`config.mk`:
```
export PLATFORM = sky130hd
export DESIGN_NAME = wtt_ctrl
export DESIGN_NICKNAME = d
export VERILOG_FILES = /design/src/hdl/wtt_pkg.sv /design/src/hdl/wtt_ctrl.sv
export SDC_FILE = /design/constraint.sdc
export NUM_CORES = 1
export LEC_CHECK = 0
export ABC_AREA = 1
export BUFFER_PORTS_ARGS = -buffer_cell sky130_fd_sc_hd__buf_2
export CAP_MARGIN = 20
export CORE_MARGIN = 10
export CORE_UTILIZATION = 46
export CTS_CLUSTER_DIAMETER = 60
export DETAILED_ROUTE_END_ITERATION = 10
export GPL_TIMING_DRIVEN = 0
export PLACE_DENSITY = 0.68
export REMOVE_ABC_BUFFERS = 1
export SLEW_MARGIN = 20
export SYNTH_ARGS = -nofsm -noshare
export SYNTH_HDL_FRONTEND = slang
export SYNTH_SLANG_ARGS = --single-unit
```
`constraint.sdc`:
```
create_clock -name clk_i -period 4.28 [get_ports clk_i]
set_clock_uncertainty 0.1 [all_clocks]
set_input_delay 0.642 -clock clk_i [delete_from_list [all_inputs] [get_ports clk_i]]
set_output_delay 0.642 -clock clk_i [all_outputs]
set_load 0.01 [all_outputs]
```
`src/hdl/wtt_pkg.sv`:
```
// ----------------------------------------------------------------------------
// wtt_pkg: shared types, constants and coefficient tables
// Winograd tile transform: mode codes, size tables, controller status/commands.
// ----------------------------------------------------------------------------
package wtt_pkg;

  localparam int unsigned OutputTile = 4;
  localparam int unsigned KernelSize = 3;
  localparam int unsigned TileSpan   = OutputTile + KernelSize - 1;
  localparam int unsigned StoreDepth = TileSpan * TileSpan;
  localparam int unsigned FracBits   = 14;
  localparam int unsigned AddrW      = $clog2(StoreDepth);
  localparam int unsigned IdxW       = $clog2(TileSpan);
  localparam int unsigned AccW       = 72;

  typedef enum logic [2:0] {
    MODE_WEIGHT   = 3'd0,
    MODE_INPUT    = 3'd1,
    MODE_OUTPUT   = 3'd2,
    MODE_GRADIENT = 3'd3,
    MODE_UPDATE   = 3'd4
  } mode_e;

  typedef enum logic {
    REG_MODE   = 1'b0,
    REG_INVERT = 1'b1
  } reg_e;

  typedef enum logic [2:0] {
    ST_LOAD,
    ST_PASS1,
    ST_PASS2,
    ST_DRAIN
  } state_e;

  // Controller to datapath: one MAC step
  typedef struct packed {
    logic             stage2;   // 0: P = A*X, 1: Y = P*A^T
    logic [IdxW-1:0]  i;
    logic [IdxW-1:0]  j;
    logic [IdxW-1:0]  k;
    logic             first;    // clear accumulator
    logic             fire;     // issue a product
    logic             last_k;   // product closes the sum
    logic             last_el;  // element is last of tile
  } mac_cmd_t;

  function automatic logic valid_mode(logic [2:0] m);
    return m <= 3'(MODE_UPDATE);
  endfunction

  function automatic logic [IdxW-1:0] size_in(logic [2:0] m);
    case (m)
      3'(MODE_WEIGHT):   return IdxW'(KernelSize);
      3'(MODE_GRADIENT): return IdxW'(OutputTile);
      default:           return IdxW'(TileSpan);
    endcase
  endfunction

  function automatic logic [IdxW-1:0] size_out(logic [2:0] m);
    case (m)
      3'(MODE_OUTPUT): return IdxW'(OutputTile);
      3'(MODE_UPDATE): return IdxW'(KernelSize);
      default:         return IdxW'(TileSpan);
    endcase
  endfunction

  // Q3.14 coefficient table, 18-bit signed (8/3 needs 16 magnitude bits)
  function automatic logic signed [17:0] coef(logic [2:0] m, logic [IdxW-1:0] r,
                                              logic [IdxW-1:0] c);
    logic [5:0] rc;
    rc = {r, c};
    case (m)
      3'(MODE_WEIGHT): begin
        case (rc)
          {3'd0, 3'd0}: return 18'sd16384;
          {3'd1, 3'd0}, {3'd1, 3'd1}, {3'd1, 3'd2}: return 18'sd10923;
          {3'd2, 3'd0}, {3'd2, 3'd2}: return 18'sd10923;
          {3'd2, 3'd1}: return -18'sd10923;
          {3'd3, 3'd0}, {3'd4, 3'd0}: return 18'sd5461;
          {3'd3, 3'd1}: return 18'sd10923;
          {3'd4, 3'd1}: return -18'sd10923;
          {3'd3, 3'd2}, {3'd4, 3'd2}: return 18'sd21845;
          {3'd5, 3'd2}: return 18'sd32768;
          default: return '0;
        endcase
      end
      3'(MODE_INPUT): begin
        case (rc)
          {3'd0, 3'd0}: return 18'sd16384;
          {3'd0, 3'd2}: return -18'sd20480;
          {3'd0, 3'd4}: return 18'sd4096;
          {3'd1, 3'd1}, {3'd1, 3'd2}: return 18'sd16384;
          {3'd1, 3'd3}, {3'd1, 3'd4}: return -18'sd4096;
          {3'd2, 3'd1}: return -18'sd16384;
          {3'd2, 3'd2}: return 18'sd16384;
          {3'd2, 3'd3}: return 18'sd4096;
          {3'd2, 3'd4}: return -18'sd4096;
          {3'd3, 3'd1}: return -18'sd16384;
          {3'd3, 3'd2}: return -18'sd8192;
          {3'd3, 3'd3}: return 18'sd16384;
          {3'd3, 3'd4}: return 18'sd8192;
          {3'd4, 3'd1}: return 18'sd16384;
          {3'd4, 3'd2}: return -18'sd8192;
          {3'd4, 3'd3}: return -18'sd16384;
          {3'd4, 3'd4}: return 18'sd8192;
          {3'd5, 3'd1}: return 18'sd16384;
          {3'd5, 3'd3}: return -18'sd20480;
          {3'd5, 3'd5}: return 18'sd4096;
          default: return '0;
        endcase
      end
      3'(MODE_OUTPUT), 3'(MODE_UPDATE): begin
        case (rc)
          {3'd0, 3'd0}, {3'd0, 3'd1}, {3'd0, 3'd2}: return 18'sd16384;
          {3'd0, 3'd3}, {3'd0, 3'd4}: return 18'sd4096;
          {3'd1, 3'd1}: return 18'sd16384;
          {3'd1, 3'd2}: return -18'sd16384;
          {3'd1, 3'd3}: return 18'sd8192;
          {3'd1, 3'd4}: return -18'sd8192;
          {3'd2, 3'd1}, {3'd2, 3'd2}, {3'd2, 3'd3}, {3'd2, 3'd4}: return 18'sd16384;
          {3'd2, 3'd5}: return (m == 3'(MODE_UPDATE)) ? 18'sd32768 : 18'sd0;
          {3'd3, 3'd1}: return (m == 3'(MODE_OUTPUT)) ? 18'sd16384 : 18'sd0;
          {3'd3, 3'd2}: return (m == 3'(MODE_OUTPUT)) ? -18'sd16384 : 18'sd0;
          {3'd3, 3'd3}, {3'd3, 3'd5}:
            return (m == 3'(MODE_OUTPUT)) ? 18'sd32768 : 18'sd0;
          {3'd3, 3'd4}: return (m == 3'(MODE_OUTPUT)) ? -18'sd32768 : 18'sd0;
          default: return '0;
        endcase
      end
      3'(MODE_GRADIENT): begin
        case (rc)
          {3'd0, 3'd0}: return 18'sd16384;
          {3'd1, 3'd0}, {3'd1, 3'd1}, {3'd1, 3'd2}, {3'd1, 3'd3}: return 18'sd10923;
          {3'd2, 3'd0}, {3'd2, 3'd2}: return 18'sd10923;
          {3'd2, 3'd1}, {3'd2, 3'd3}: return -18'sd10923;
          {3'd3, 3'd0}, {3'd4, 3'd0}: return 18'sd5461;
          {3'd3, 3'd1}: return 18'sd10923;
          {3'd4, 3'd1}: return -18'sd10923;
          {3'd3, 3'd2}, {3'd4, 3'd2}: return 18'sd21845;
          {3'd3, 3'd3}: return 18'sd43691;
          {3'd4, 3'd3}: return -18'sd43691;
          {3'd5, 3'd3}: return 18'sd32768;
          default: return '0;
        endcase
      end
      default: return '0;
    endcase
  endfunction

endpackage

```
`src/hdl/wtt_ctrl.sv`:
```
// ----------------------------------------------------------------------------
// wtt_ctrl: sequencer for load, two MAC passes and result drain
// Walks (i, j, k) one product per cycle except busy stalls in pass 2; handles handshakes.
// ----------------------------------------------------------------------------
module wtt_ctrl (
  input  logic                    clk_i,
  input  logic                    rst_ni,
  input  logic [2:0]              mode_i,
  input  logic                    cfg_restart_i,
  input  logic                    in_valid_i,
  output logic                    in_ready_o,
  output logic                    load_we_o,
  output logic [wtt_pkg::AddrW-1:0] load_addr_o,
  output wtt_pkg::mac_cmd_t       cmd_o,
  input  logic                    drain_busy_i
);
  import wtt_pkg::*;

  state_e           state_q, state_d;
  logic [AddrW-1:0] cnt_q, cnt_d;
  logic [IdxW-1:0]  i_q, i_d, j_q, j_d, k_q, k_d;
  logic [IdxW-1:0]  n, r;
  logic [AddrW-1:0] total;
  logic             jmax;

  assign n     = size_in(mode_i);
  assign r     = size_out(mode_i);
  assign total = AddrW'(n) * AddrW'(n);
  assign jmax  = (j_q == ((state_q == ST_PASS1) ? n : r) - 1'b1);

  // State and loop counters
  always_ff @(posedge clk_i or negedge rst_ni) begin
    if (!rst_ni) begin
      state_q <= ST_LOAD;
      cnt_q   <= '0;
      i_q     <= '0;
      j_q     <= '0;
      k_q     <= '0;
    end else begin
      state_q <= state_d;
      cnt_q   <= cnt_d;
      i_q     <= i_d;
      j_q     <= j_d;
      k_q     <= k_d;
    end
  end

  // Next state and commands
  always_comb begin
    state_d     = state_q;
    cnt_d       = cnt_q;
    i_d         = i_q;
    j_d         = j_q;
    k_d         = k_q;
    in_ready_o  = 1'b0;
    load_we_o   = 1'b0;
    load_addr_o = cnt_q;
    cmd_o       = '0;
    cmd_o.i     = i_q;
    cmd_o.j     = j_q;
    cmd_o.k     = k_q;
    unique case (state_q)
      ST_LOAD: begin
        in_ready_o = 1'b1;
        if (cfg_restart_i) begin
          cnt_d = '0;
        end else if (in_valid_i) begin
          if (!valid_mode(mode_i)) begin
            cnt_d = '0;
          end else begin
            load_we_o = 1'b1;
            if (cnt_q == total - 1'b1) begin
              cnt_d   = '0;
              state_d = ST_PASS1;
              i_d     = '0;
              j_d     = '0;
              k_d     = '0;
            end else begin
              cnt_d = cnt_q + 1'b1;
            end
          end
        end
      end
      ST_PASS1, ST_PASS2: begin
        cmd_o.stage2  = (state_q == ST_PASS2);
        cmd_o.fire    = 1'b1;
        cmd_o.first   = (k_q == '0);
        cmd_o.last_k  = (k_q == n - 1'b1);
        cmd_o.last_el = (i_q == r - 1'b1) && jmax;
        if (state_q == ST_PASS2 && k_q == '0 && drain_busy_i) begin
          cmd_o.fire = 1'b0;    // hold while the MAC pipe or output is busy
        end else if (k_q != n - 1'b1) begin
          k_d = k_q + 1'b1;
        end else begin
          k_d = '0;
          if (!jmax) begin
            j_d = j_q + 1'b1;
          end else begin
            j_d = '0;
            if (i_q != r - 1'b1) begin
              i_d = i_q + 1'b1;
            end else begin
              i_d     = '0;
              state_d = (state_q == ST_PASS1) ? ST_DRAIN : ST_LOAD;
            end
          end
        end
      end
      ST_DRAIN: begin
        // let the last stage-one sum retire into the partial store
        if (!drain_busy_i) state_d = ST_PASS2;
      end
      default: state_d = ST_LOAD;
    endcase
  end

endmodule

```
# Yosys cells after proc, flatten, opt, wreduce, memory -nomap -nowiden
# Index checks and enable logic that the tools add are counted.
# W data, S select, Z words.
# word_totals
ff_bits	18
input_bits	8
output_inout_bits	22
wordCells	92
# op_classes
n_addsub	8
mul	1
magnitude_cmp	1
eq_ne	21
n_mux	42
reduce_logical	14
# op_table
op	count
$mux W3	23
$pmux W3 S2	5
$mux W6	4
$ne A2 B2 Y1 const B	9
$eq A3 B2 Y1 const B	4
$add A3 B1 Y3 const B	3
$eq A3 B3 Y1	3
$logic_not A3 Y1	3
$pmux W3 S3	1
$reduce_and A9 Y1	1
$sub A3 B1 Y3 const B	3
$reduce_and A8 Y1	1
$mux W1	7
$reduce_and A7 Y1	1
$add A6 B1 Y6 const B	1
$eq A6 B6 Y1	1
$mul A3 B3 Y6	1
$ne A3 B3 Y1	2
$reduce_and A6 Y1	1
$sub A6 B1 Y6 const B	1
$mux W4	1
$reduce_bool A2 Y1	2
$eq A3 B1 Y1 const B	1
$eq A3 B3 Y1 const B	1
other kinds (5)	7

# Logic depth before layout (Yosys ltp)
# depth
word_depth	10
depth_mapped	18
ltp_nobuf	18

# Worst setup path after synthesis
# OpenSTA, ideal clock, no wires.
# synth_path
kind	in2out
start	input mode_i[2]
end	output cmd_o[0] (netlist bit)
t_arrival_ns	2.219
required_ns	3.538
slack_ns	1.319
path_stages	12
path_buffers	0
cell_sequence	inv_2 nand3_1 inv_1 ha_1 inv_1 o22ai_1 ha_1 xor2_1 nand2_1 nor2_4 nand2_4 nor3_1
# synth_rtl
element	line_no	text
start: declaration	wtt_ctrl.sv:8	input logic [2:0] mode_i,
end: declaration	wtt_ctrl.sv:14	output wtt_pkg::mac_cmd_t cmd_o,

==> impl_metrics.py <==
metrics = {
    "global_route": {
        "grtUsageTotal_pct": 12.3,
        "grt_max_degree": 18,
        "grt_pass1_vias": 1472,
        "overflow": 0,
        "antenna_found_initial": 0,
        "grt_pass1_wl_um": 6420,
    },
    "routing": {
        "met1_length_um": 1700,
        "met2_length_um": 1820,
        "route.detailed.wl_per_inst_um": 12.4,
        "top_layer_used": "met4",
        "drtPass1Iterations": 4,
        "finalWirelength_um": 3690,
        "drc": 0,
        "drtAntennaViolNets": 0,
        "vias_per_cell": 4.74,
        "route.met3.wl_um": 127,
        "drtIter0Drc": 55,
        "vias": 1407,
    },
    "synth": {
        "synth_top_area_share_pct": 26.9,
        "synth-adder-area-share_pct": 11.9,
        "yosys_warnings": 0,
        "synth_top_family_by_area": "simple AND/OR/NAND/NOR gates",
        "avgSynthCellArea_um2": 7.23,
        "synth_compound_gate_area_share_pct": 5.93,
        "muxShareOfSynthArea_pct": 0,
        "netlist_area_um2": 1580,
        "ys_types": 30,
        "synthSimpleGateAreaFrac_pct": 41.4,
        "ys_ff_latch": 17,
        "syn_inst": 219,
        "yosys.area_share.xor_xnor_pct": 5.53,
        "netlist_top_cells_area": "dfrtp_1 (27%), nand2_1 (15%), ha_1 (12%), inv_1 (7.1%), nand3_1 (5.4%)",
        "ys_seq_area_share_pct": 26.9,
        "synth_area_leader_cell": "dfrtp_1",
    },
    "critical_path": {
        "rr_worst_depth": 17,
        "start_kind": "input port",
        "critPathRequiredTime_ps": 3540,
        "crit_type": "input port to output port",
        "worstSetupEndpointType": "output port",
        "r2r_slack_ps": 1910,
        "arrival_ps": 2590,
        "r2r-start": "state_q[1]$_DFFE_PN0P_",
        "path_max_fanout": 5,
        "r2r-end": "state_q[1]$_DFFE_PN0P_",
    },
    "clock_network": {
        "clk_path_buf_depth": 2,
        "post_cts_buffers": 0,
        "cts.clk_slew.worst_paths_ps": 120,
        "ctsHoldBuffers": 0,
        "cts_inserted_buffers": 3,
        "cts_tree": "built",
        "cts_num_sinks": 17,
        "ctsResizeCount": 0,
        "clk_latency_ps": 310,
        "root_buffer": "clkbuf_4",
        "cts_max_level": 1,
    },
    "sta": {
        "min_period_over_period_pct": 77.8,
        "slew_headroom_pct": 72.9,
        "rsz0062_at_grt": "false",
        "report.final.slew_viol_count": 0,
        "fin_crit_ps": 3330,
        "setup_tns_ps": 0,
        "worst_pin_slew_ps": 407,
        "hold_violations": 0,
        "setup_viol": 0,
        "worst_slack_ps": 950,
        "max_freq_ghz": 0.300,
    },
    "worst_hold_path": {
        "hp-class": "input port to async pin",
    },
    "outcome": {
        "status": "completed",
    },
    "die": {
        "core-area_um2": 3340,
        "die_width_um": 78.7,
        "rows": 21,
        "initial_core_util_pct": 47.4,
        "die_h_um": 78.7,
        "dieArea_um2": 6190,
        "io_pins": 30,
    },
    "placement": {
        "pre_cts_ws_ps": 917,
        "dp_hpwl_um": 2970,
        "io_buffers": 29,
        "gp_congestion": 0.819,
    },
    "final_layout": {
        "final_common_cell": "nand2_1",
        "final_cell_mix": "nand2_1 (63), inv_1 (30), buf_2 (29), nor2_1 (18)",
        "antenna_cells": 0,
        "multiInputGateArea_um2": 1020,
        "finalNetCount": 275,
        "fill_cells": 354,
        "register_area_um2": 425,
        "area_growth_pct": 14.2,
        "drive_above_1_share_pct": 24.7,
    },
    "power": {
        "total_power_w": 0.00107,
        "power.density_nw_per_um2": 593,
        "power.leakage_nw": 1.02,
        "vdd_drop_max_mv": 0.436,
    },
    "flow_run": {
        "maxCapViolCount": 0,
    },
}
-- power breakdown --
part	internal, W	switching (W)
Combinational	0.000247	0.000477
Clock	0.0000364	0.0000590
Sequential	0.000199	0.0000522
Total	0.000483	0.000588
-- state kept, by name, summed over array words and instances, names as in the netlist --
signal and count:
state_q 2, j_q 3, k_q 3, i_q 3
load_addr_o 6
-- stage by stage --
step / std cells / area [um^2] / hold WS, ps / util [%]
2_1_floorplan: 218 / 1580 / 246 / -
3_3_place_gp: 293 / 1780 / 427 / 53.4
3_5_place_dp: 293 / 1780 / 441 / 53.4
6_report: 297 / 1810 / 140 / 54.1
5_1_grt: 297 / 1810 / 167 / 54.1
4_1_cts: 297 / 1810 / 160 / 54.1
-- worst max path at each step --
stage	from	depth (start not counted)	slack, ps	to
3_3_place_gp	mode_i[2]	14	950	cmd_o[0]
4_1_cts	mode_i[2]	17	930	cmd_o[0]
5_1_grt	mode_i[2]	17	730	cmd_o[0]
2_1_floorplan	mode_i[2]	12	1320	cmd_o[0]
6_report	mode_i[2]	17	950	cmd_o[0]
3_5_place_dp	mode_i[2]	17	920	cmd_o[0]
-- logic make-up (layout without fill, tap and decap cells) --
| family | after synthesis | count (layout) |
|---|---|---|
| and+or+nand+nor | 127 | 127 |
| buffers and inverters | 35 | 67 |
| DFF | 17 | 17 |
| adders and majority gates | 15 | 15 |
| AOI/OAI and AO/OA | 15 | 15 |
| xor gates and xnor gates | 10 | 10 |
-- cell usage after synthesis, drive strengths merged --
cell	count
a31oi	1
nand4	4
inv	34
or2	2
dfrtp	17
and2	1
clkbuf	1
xor2	7
o21ai	8
ha	15
nor4	1
nor3	2
o22ai	2
nor2	23
a21oi	4
nand3	20
xnor2	3
nand2	74
-- routing by layer --
layer	GRT usage, %	vias up
met5	0	-
met4	3.76	0
met3	2.51	5
met2	21.8	22
met1	14.4	630
li1	-	750
-- critical path: stages --
cell and delay (ps):
buf_2 130, inv_2 120, nand3_1 150, inv_1 120, ha_1 170, inv_1 60
o22ai_1 160, ha_1 180, inv_1 40, nand2_1 50, nand2_1 70, nand3_1 90
nand2_1 80, nor2_4 140, nand2_4 80, nor3_1 140, buf_2 160
-- cell type report --
cell class	count	area share, %
inverter	34	7.06
timing repair buffer	29	8.03
multi-input combinational	167	56.7
tap	46	3.19
sequential	17	23.5
clock buffer	4	1.45
Power figures use the tool's default switching activity.
